<file path="config.mk">
export PLATFORM = sky130hd
export DESIGN_NAME = pal_cell
export DESIGN_NICKNAME = d
export VERILOG_FILES = /design/src/hw/rtl/pal_pkg.sv /design/src/hw/rtl/pal_cell.sv
export SDC_FILE = /design/constraint.sdc
export NUM_CORES = 1
export LEC_CHECK = 0
export BUFFER_PORTS_ARGS = -buffer_cell sky130_fd_sc_hd__buf_2
export CAP_MARGIN = 25
export CORE_MARGIN = 4
export CORE_UTILIZATION = 43
export CTS_BUF_LIST = sky130_fd_sc_hd__clkbuf_8
export DETAILED_ROUTE_END_ITERATION = 8
export PLACE_DENSITY = 0.86
export SYNTH_ARGS = -nofsm -noshare
export SYNTH_HDL_FRONTEND = slang
export SYNTH_SLANG_ARGS = --single-unit
export TNS_END_PERCENT = 50
</file>
<file path="constraint.sdc">
create_clock -name clock -period 3.2 [get_ports clock]
set_clock_uncertainty 0.15 [all_clocks]
set_input_delay 0.16 -clock clock [delete_from_list [all_inputs] [get_ports clock]]
set_output_delay 0.16 -clock clock [all_outputs]
set_load 0.01 [all_outputs]
</file>
<file path="src/hw/rtl/pal_pkg.sv">
// Shared constants, codes and types of the positional array list.
package pal_pkg;

   localparam int CAPACITY   = 1024;
   localparam int DATA_WIDTH = 32;

   localparam int CMD_W  = 2;
   localparam int POS_W  = 11;
   localparam int STAT_W = 2;
   localparam int LEN_W  = 11;

   localparam int IDX_W = (CAPACITY > 1) ? $clog2(CAPACITY) : 1;
   localparam int CNT_W = $clog2(CAPACITY + 1);
   localparam int CMP_W = ((POS_W > CNT_W) ? POS_W : CNT_W) + 1;

   localparam logic [CMD_W-1:0] CMD_INSERT = 2'd0;
   localparam logic [CMD_W-1:0] CMD_DELETE = 2'd1;
   localparam logic [CMD_W-1:0] CMD_GET    = 2'd2;

   localparam logic [STAT_W-1:0] ST_OK    = 2'd0;
   localparam logic [STAT_W-1:0] ST_RANGE = 2'd1;
   localparam logic [STAT_W-1:0] ST_FULL  = 2'd2;

   // Operation broadcast combinationally to every cell of the chain.
   typedef struct packed {
      logic                  ins;
      logic                  del;
      logic                  rd;
      logic [IDX_W-1:0]      slot;
      logic [DATA_WIDTH-1:0] value;
   } pal_cell_ctrl_type;

endpackage

</file>
<file path="src/hw/rtl/pal_cell.sv">
// One slot of the list: holds an element and passes data to its neighbors.
module pal_cell
   import pal_pkg::*;
(
   input  logic                  clock,
   input  logic                  reset,
   input  logic [IDX_W-1:0]      index,
   input  pal_cell_ctrl_type     ctrl,
   input  logic [DATA_WIDTH-1:0] left_data,
   input  logic [DATA_WIDTH-1:0] right_data,
   input  logic                  right_rd_valid,
   input  logic [DATA_WIDTH-1:0] right_rd_data,
   output logic [DATA_WIDTH-1:0] data,
   output logic                  rd_valid,
   output logic [DATA_WIDTH-1:0] rd_data
);

   logic [DATA_WIDTH-1:0] data_ff, data_in;
   logic                  rd_valid_ff, rd_valid_in;
   logic [DATA_WIDTH-1:0] rd_data_ff, rd_data_in;
   logic                  at_slot;
   logic                  past_slot;

   assign at_slot   = (index == ctrl.slot);
   assign past_slot = (index > ctrl.slot);

   always_comb begin
      data_in = data_ff;
      if (ctrl.ins) begin
         if (at_slot) begin
            data_in = ctrl.value;
         end else if (past_slot) begin
            data_in = left_data;
         end
      end else if (ctrl.del) begin
         if (at_slot || past_slot) begin
            data_in = right_data;
         end
      end
   end

   // A read word enters at the target cell and walks down toward slot zero.
   always_comb begin
      if (ctrl.rd && at_slot) begin
         rd_valid_in = 1'b1;
         rd_data_in  = data_ff;
      end else begin
         rd_valid_in = right_rd_valid;
         rd_data_in  = right_rd_data;
      end
   end

   always_ff @(posedge clock) begin
      data_ff    <= data_in;
      rd_data_ff <= rd_data_in;
      if (reset) begin
         rd_valid_ff <= 1'b0;
      end else begin
         rd_valid_ff <= rd_valid_in;
      end
   end

   assign data     = data_ff;
   assign rd_valid = rd_valid_ff;
   assign rd_data  = rd_data_ff;

endmodule

</file>
==> results.toml, run 1 <==
[yosys]
synthMuxAreaShare_pct = 25.4
synth_compound_area_share_pct = 6.84
synth_area_um2 = 3110
synthesis.nets = 409
avgSynthCellArea_um2 = 12.7
synthSimpleGateAreaFrac_pct = 7.32
synth.distinct_cells = 24
ys_seq_area_share_pct = 52.1
synth_top_family_by_area = "multiplexers"
ys_ff_latch = 65
synth-adder-area-share_pct = 4.02
synth-xor-area-share_pct = 0
yosys_warnings = 0
synth_cells = 245

[cells_and_area]
final_cell_area_um2 = 4810
area.growth.synth_to_final_pct = 54.5
fillers = 525
drive_above_1_share_pct = 54.3
layout.nets = 664
n_antenna_cell = 0

[clock_tree]
clock_sinks = 65
ctsHoldBuffers = 34
insertion_delay_ns = 0.32
root_buffer = "clkbuf_8"
clkTransAtPathRegs_ns = 0.07
htreeDepth = 3
cts_tree = "yes"
post_cts_resize_count = 0
post-cts-setup-buffers = 0
cts_made_buffers = 9
clock_path_buffers = 2

[sta]
timing.final.crit_period_ns = 2.09
fmax_mhz = 478
setup-violations-final = 0
worst_pin_slew_ns = 0.787
rsz0062_at_grt = "no"
maxSlewViolCount = 0
timing.setup.tns_ns = 0
max_slew_margin_pct = 47.5
finalHoldViolCount = 0
fin_crit_sh_pct = 65.4

[global_routing]
antenna_found_initial = 0
grt_pass1_wl_um = 14500
gr-usage-all-layers_pct = 21.4
grt_pass1_vias = 3070
overflow = 0
grt_start_max_net_pins = 65

[route]
highest_layer = "met4"
viasPerCell = 4.72
wl_met1_um = 3380
drtIter0Drc = 91
drt.antenna.violating_nets = 0
wl_met2_um = 5350
dr.pass1.iters = 4
wl_met3_um = 611
drc = 0
wl_um = 9590
vias = 2839
wl_per_cell_um = 16.0

[floorplanning]
core_area_um2 = 6910
die_y_um = 93.1
dieWidth_um = 93.1
dieArea_um2 = 8660
start_util_pct = 45.1
rows = 30
ios = 219

[run_status]
status = "finished, final reports clean"

[critical_path]
endpoint_kind = "flop"
arrival_ns = 2.20
crit_path_max_fanout = 22
start_kind = "primary input"
cp_data_required_time_ns = 3.31
criticalPathCategory = "in2reg"

[placement]
place.port_buffers = 218
dp.final_hpwl_um = 7020
globalplace.congestion = 0.846
placed_cell_area_um2 = 4270

[power]
power.density_nw_per_um2 = 435
irDropWorstVdd_uv = 322
p_leak_nw = 2.28

[hold_path]
hold_path_class = "in2reg"

[run]
timing.max_cap.violations = 0
-- per-layer routing --
metal,track usage (%),vias to the layer above
li1,-,1390
met3,5.31,18
met4,8.42,0
met5,0,-
met1,21.5,1295
met2,41.7,136
-- metrics by stage --
| step | hold WS, ns | setup slack (ns) | std cells | utilization [%] | total power [mW] |
|---|---|---|---|---|---|
| after floorplan | 0.0824 | 0.916 | 245 | - | 1.18 |
| after global placement | 0.169 | 1.04 | 551 | 61.8 | 1.37 |
| after detailed placement | 0.175 | 0.913 | 551 | 61.8 | 1.39 |
| after CTS | 0.0000947 | 1.13 | 601 | 69.6 | 2.10 |
| after global routing | 0.0217 | 0.956 | 601 | 69.6 | 2.19 |
| final | 0.0172 | 1.11 | 601 | 69.6 | 2.09 |
-- cells in the mapped netlist --
| library cell | number | area [um2] |
|---|---|---|
| ha_1 | 10 | 125 |
| nor3_1 | 1 | 5.00 |
| buf_6 | 6 | 67.6 |
| o21ai_0 | 1 | 5.00 |
| a21o_1 | 1 | 7.51 |
| nor4_4 | 1 | 21.3 |
| dfxtp_1 | 33 | 661 |
| o32a_1 | 1 | 10.0 |
| nand2b_1 | 1 | 6.26 |
| nor3_4 | 1 | 16.3 |
| a211oi_1 | 1 | 7.51 |
| mux2_2 | 3 | 33.8 |
| clkbuf_1 | 6 | 22.5 |
| nand4_4 | 2 | 42.5 |
| nand2_1 | 1 | 3.75 |
| edfxtp_1 | 32 | 961 |
| a21oi_1 | 35 | 175 |
| mux2i_1 | 32 | 320 |
| inv_1 | 11 | 41.3 |
| nor2_1 | 34 | 128 |
| nand3_1 | 1 | 5.00 |
| mux2_4 | 29 | 435 |
| buf_1 | 1 | 3.75 |
| o21bai_1 | 1 | 7.51 |
-- path summary, 6_finish.rpt --
kind                       start          end  slack (ns)  cells past startpoint
setup / recovery        ctrl[40]     rd_valid        1.11                      9
setup reg to reg        data[23]  rd_data[23]        2.24                      1
hold reg to reg          data[5]   rd_data[5]        0.35                      1
hold / removal    right_data[11]     data[11]        0.02                      3
-- cell usage in the layout (no fill, tap or decap), types with 2 or more instances in the layout --
master	Yosys	layout
mux2_4	29	29
clkbuf_8	0	11
nand4_4	2	2
a21oi_1	35	35
ha_1	10	10
mux2_2	3	3
buf_2	0	218
inv_1	11	13
edfxtp_1	32	32
mux2i_1	32	32
dfxtp_1	33	33
buf_4	0	5
clkinv_2	0	2
nor2_1	34	34
dlygate4sd3_1	0	34
-- worst max-delay path, stage by stage --
cell and delay, ns:
buf_2 0.07, inv_1 0.03, ha_1 0.32, nand4_4 0.16, nor4_4 0.30, buf_4 0.41, nor2_1 0.08, nor2_1 0.09
dlygate4sd3_1 0.55
-- logic make-up (layout without fill, tap and decap cells) --
| logic type | count (synthesis) | in the layout |
|---|---|---|
| DFF | 65 | 65 |
| adders and majority gates | 10 | 10 |
| AOI/OAI and AO/OA | 40 | 40 |
| muxes | 64 | 64 |
| buffers and inverters | 24 | 284 |
| and+or+nand+nor | 42 | 42 |
-- area by class of cell --
class,count,area (um2),share of cell area [%]
repair buffers,257,1470,30.6
clock inverters,5,47.5,0.989
clock buffers,11,151,3.15
inverters,11,41.3,0.859
well taps,96,120,2.50
flip-flops and latches,65,1620,33.7
multi-input cells,156,1360,28.2
-- sequential cells by signal (all words and copies together), names as in the netlist --
name / flops
rd_data: 32
data: 32
rd_valid: 1
-- where the power goes --
group / leakage, nW / internal [mW] / switching (mW)
Sequential: 0.586 / 0.969 / 0.0381
Combinational: 1.59 / 0.210 / 0.190
Clock: 0.112 / 0.394 / 0.287
Total: 2.28 / 1.57 / 0.515
(Power assumes the default switching activity.)
==> run 2, diff against run 1 <==
--- a/config.mk
+++ b/config.mk
@@ -5,13 +5,14 @@
 export SDC_FILE = /design/constraint.sdc
 export NUM_CORES = 1
 export LEC_CHECK = 0
+export ABC_AREA = 1
 export BUFFER_PORTS_ARGS = -buffer_cell sky130_fd_sc_hd__buf_2
 export CAP_MARGIN = 25
 export CORE_MARGIN = 4
 export CORE_UTILIZATION = 43
 export CTS_BUF_LIST = sky130_fd_sc_hd__clkbuf_8
 export DETAILED_ROUTE_END_ITERATION = 8
-export PLACE_DENSITY = 0.86
+export PLACE_DENSITY = 0.85
 export SYNTH_ARGS = -nofsm -noshare
 export SYNTH_HDL_FRONTEND = slang
 export SYNTH_SLANG_ARGS = --single-unit
==> constraint.sdc (replaced) <==
create_clock -name clock -period 2 [get_ports clock]
set_clock_uncertainty 0.15 [all_clocks]
set_input_delay 0.1 -clock clock [delete_from_list [all_inputs] [get_ports clock]]
set_output_delay 0.1 -clock clock [all_outputs]
set_load 0.01 [all_outputs]
==> run 2 against run 1 <==
Net effect:
- global-route usage is 6.0 points higher
- cell area is 16% higher
- largest power group unchanged
- non-clock buffer count is 48 higher
- routed wire length is 36% higher
- critical endpoint is now data[1]
- sequential cell count stayed put
- via count is 44% higher
- critical path depth is 1 higher
- count of clock-buffer cells in the layout stayed put
- core utilization is 6.6 points higher
- highest routed layer is now met5
- sequential power is 62% higher
- cell count is 38% higher
- sequential share of layout area is 4.6 points lower
==> results.toml, run 2 <==
[global_routing]
overflow = 0
grt_start_max_net_pins = 38
gr-usage-all-layers_pct = 27.5
grt_pass1_vias = 3979
grt_pass1_wl_um = 18700
antenna_found_initial = 1

[critical_path]
critPathTopFamily = "buffers and inverters"
critPathSlowestCell = "dlygate4sd3_1"
reg2regPathDepth = 2
start_kind = "primary input"
endpoint_kind = "flop"
crit_path_max_fanout = 37
arrival_ns = 1.87
path_buf_inv = 4
criticalPathCategory = "in2reg"
cp_data_required_time_ns = 1.91
cpPeakStageDelay_ns = 0.58
path_cells = "buf_2 -> inv_6 -> ha_4 -> nand2_2 -> nor2_4 -> nand3_4 -> buf_12 -> nor2_1 -> o21ai_2 -> dlygate4sd3_1"
crit_cells = 10

[floorplanning]
die_y_um = 94.8
ios = 219
core_area_um2 = 7290
dieWidth_um = 94.8
start_util_pct = 44.4
rows = 31
dieArea_um2 = 8980

[run]
timing.max_cap.violations = 0

[yosys]
synth.area.top_cells = "edfxtp_1 (30%), dfxtp_1 (20%), nand2_1 (20%)"
synth.distinct_cells = 19
synth_area_um2 = 3240
synth.most_common_cell = "nand2_1"
synth_top_area_share_pct = 29.7
ys_ff_latch = 65
async_reset_ff_share_pct = 0
yosys_warnings = 0
synth_edf_count = 32
ys.flop_type = "dfxtp_1"
yosys.area.top_type = "edfxtp_1"
synthesis.nets = 598
avgSynthCellArea_um2 = 7.46
synth_cells = 434
ys_seq_area_share_pct = 50.1
netlist_top_cells_count = "nand2_1 (173), inv_1 (51), nand3_1 (35), nor2_1 (35), dfxtp_1 (33)"

[clock_tree]
cts_made_buffers = 9
clock_path_buffers = 2
clock_sinks = 65
root_buffer = "clkbuf_8"
insertion_delay_ns = 0.32
htreeDepth = 3
post-cts-setup-buffers = 0
cts_tree = "yes"
clkTransAtPathRegs_ns = 0.06

[sta]
fmax_mhz = 512
setup-violations-final = 0
fin_crit_sh_pct = 97.6
max_slew_margin_pct = 52.8
finalHoldViolCount = 0
timing.final.crit_period_ns = 1.95
maxSlewViolCount = 0
worst_pin_slew_ns = 0.704

[cells_and_area]
area.growth.synth_to_final_pct = 71.6
layout.nets = 891
final_common_cell = "buf_2"
fin_util_pct = 76.2
drive_above_1_share_pct = 36.7
fillers = 522
final_cell_mix = "buf_2 (218), nand2_1 (170), dlygate4sd3_1 (80)"

[power]
power.density_nw_per_um2 = 635
irDropWorstVdd_uv = 334
total_power_mw = 3.53
p_leak_nw = 2.99

[route]
wl_um = 13100
vias = 4086
dr.pass1.iters = 5
viasPerCell = 4.92
drt.antenna.violating_nets = 0
drc = 0
drtIter0Drc = 265
wl_per_cell_um = 15.7

[placement]
globalplace.congestion = 0.959
place.port_buffers = 218
dp.final_hpwl_um = 8430

[run_status]
status = "finished, final reports clean"

[hold_path]
holdPathStages = 3
hold_path_class = "in2reg"
-- run 2: final cells by class --
| cell class | instances | area, um2 | area share, % |
|---|---|---|---|
| Antenna cell | 1 | 2.50 | 0.0450 |
| Tap cell | 99 | 124 | 2.23 |
| Clock inverter | 4 | 43.8 | 0.788 |
| Timing Repair Buffer | 305 | 1970 | 35.5 |
| Clock buffer | 11 | 151 | 2.72 |
| Inverter | 52 | 206 | 3.71 |
| Sequential cell | 65 | 1620 | 29.2 |
| Multi-Input combinational cell | 293 | 1430 | 25.7 |
| Timing Repair inverter | 1 | 5.00 | 0.0900 |
-- run 2: repair_timing --
action | in CTS | in global routing
resized for setup | 0 | 7
endpoints found under the hold margin | 65 | 0
hold buffers | 80 | 0
endpoints found under the setup margin | 0 | 7
-- run 2: power by group --
part / switching, mW / leakage (nW) / total, mW / internal (mW)
Clock: 0.465 / 0.106 / 1.09 / 0.629
Combinational: 0.394 / 2.30 / 0.799 / 0.404
Sequential: 0.0801 / 0.577 / 1.64 / 1.56
Total: 0.939 / 2.99 / 3.53 / 2.59
-- run 2: per-stage QoR --
stage	std cells	hold slack [ns]	setup TNS (ns)	instance area, um2	setup slack [ns]
6_report	831	0.00755	0	5560	0.0487
5_1_grt	830	0.00861	-0.00684	5560	-0.00468
4_1_cts	829	0.00211	0	5520	0.0375
3_5_place_dp	734	0.117	-0.252	4530	-0.0408
3_3_place_gp	734	0.110	0	4530	0.0655
2_1_floorplan	434	0.0124	0	3370	0.000107
-- run 2: worst register-to-register path: cells and delay by family (launching register included) --
| kind | cells | cell delay, ns |
|---|---|---|
| flops | 1 | 0.45 |
| simple gates | 2 | 0.18 |
-- run 2: final timing paths --
kind | start | slack, ns | endpoint
max | ctrl[37] | 0.05 | data[1]
min | ctrl[19] | 0.008 | data[19]
max reg2reg | data[30] | 1.12 | rd_data[30]
min reg2reg | data[21] | 0.35 | rd_data[21]
-- run 2: metal layers --
layer | share of wire (%) | routed length (um) | track usage [%]
met5 | 0.10 | 13 | 0
met4 | 6.4 | 833 | 19.4
met3 | 7.9 | 1030 | 6.77
met2 | 52 | 6730 | 49.9
met1 | 34 | 4440 | 27.0
-- run 2: cell families after synthesis --
kind of cell,after synthesis,share of synthesized area (%)
simple gates,247,30.4
buf+inv,76,9.89
flops,65,50.1
compound gates,36,5.76
fa+ha+maj,10,3.86
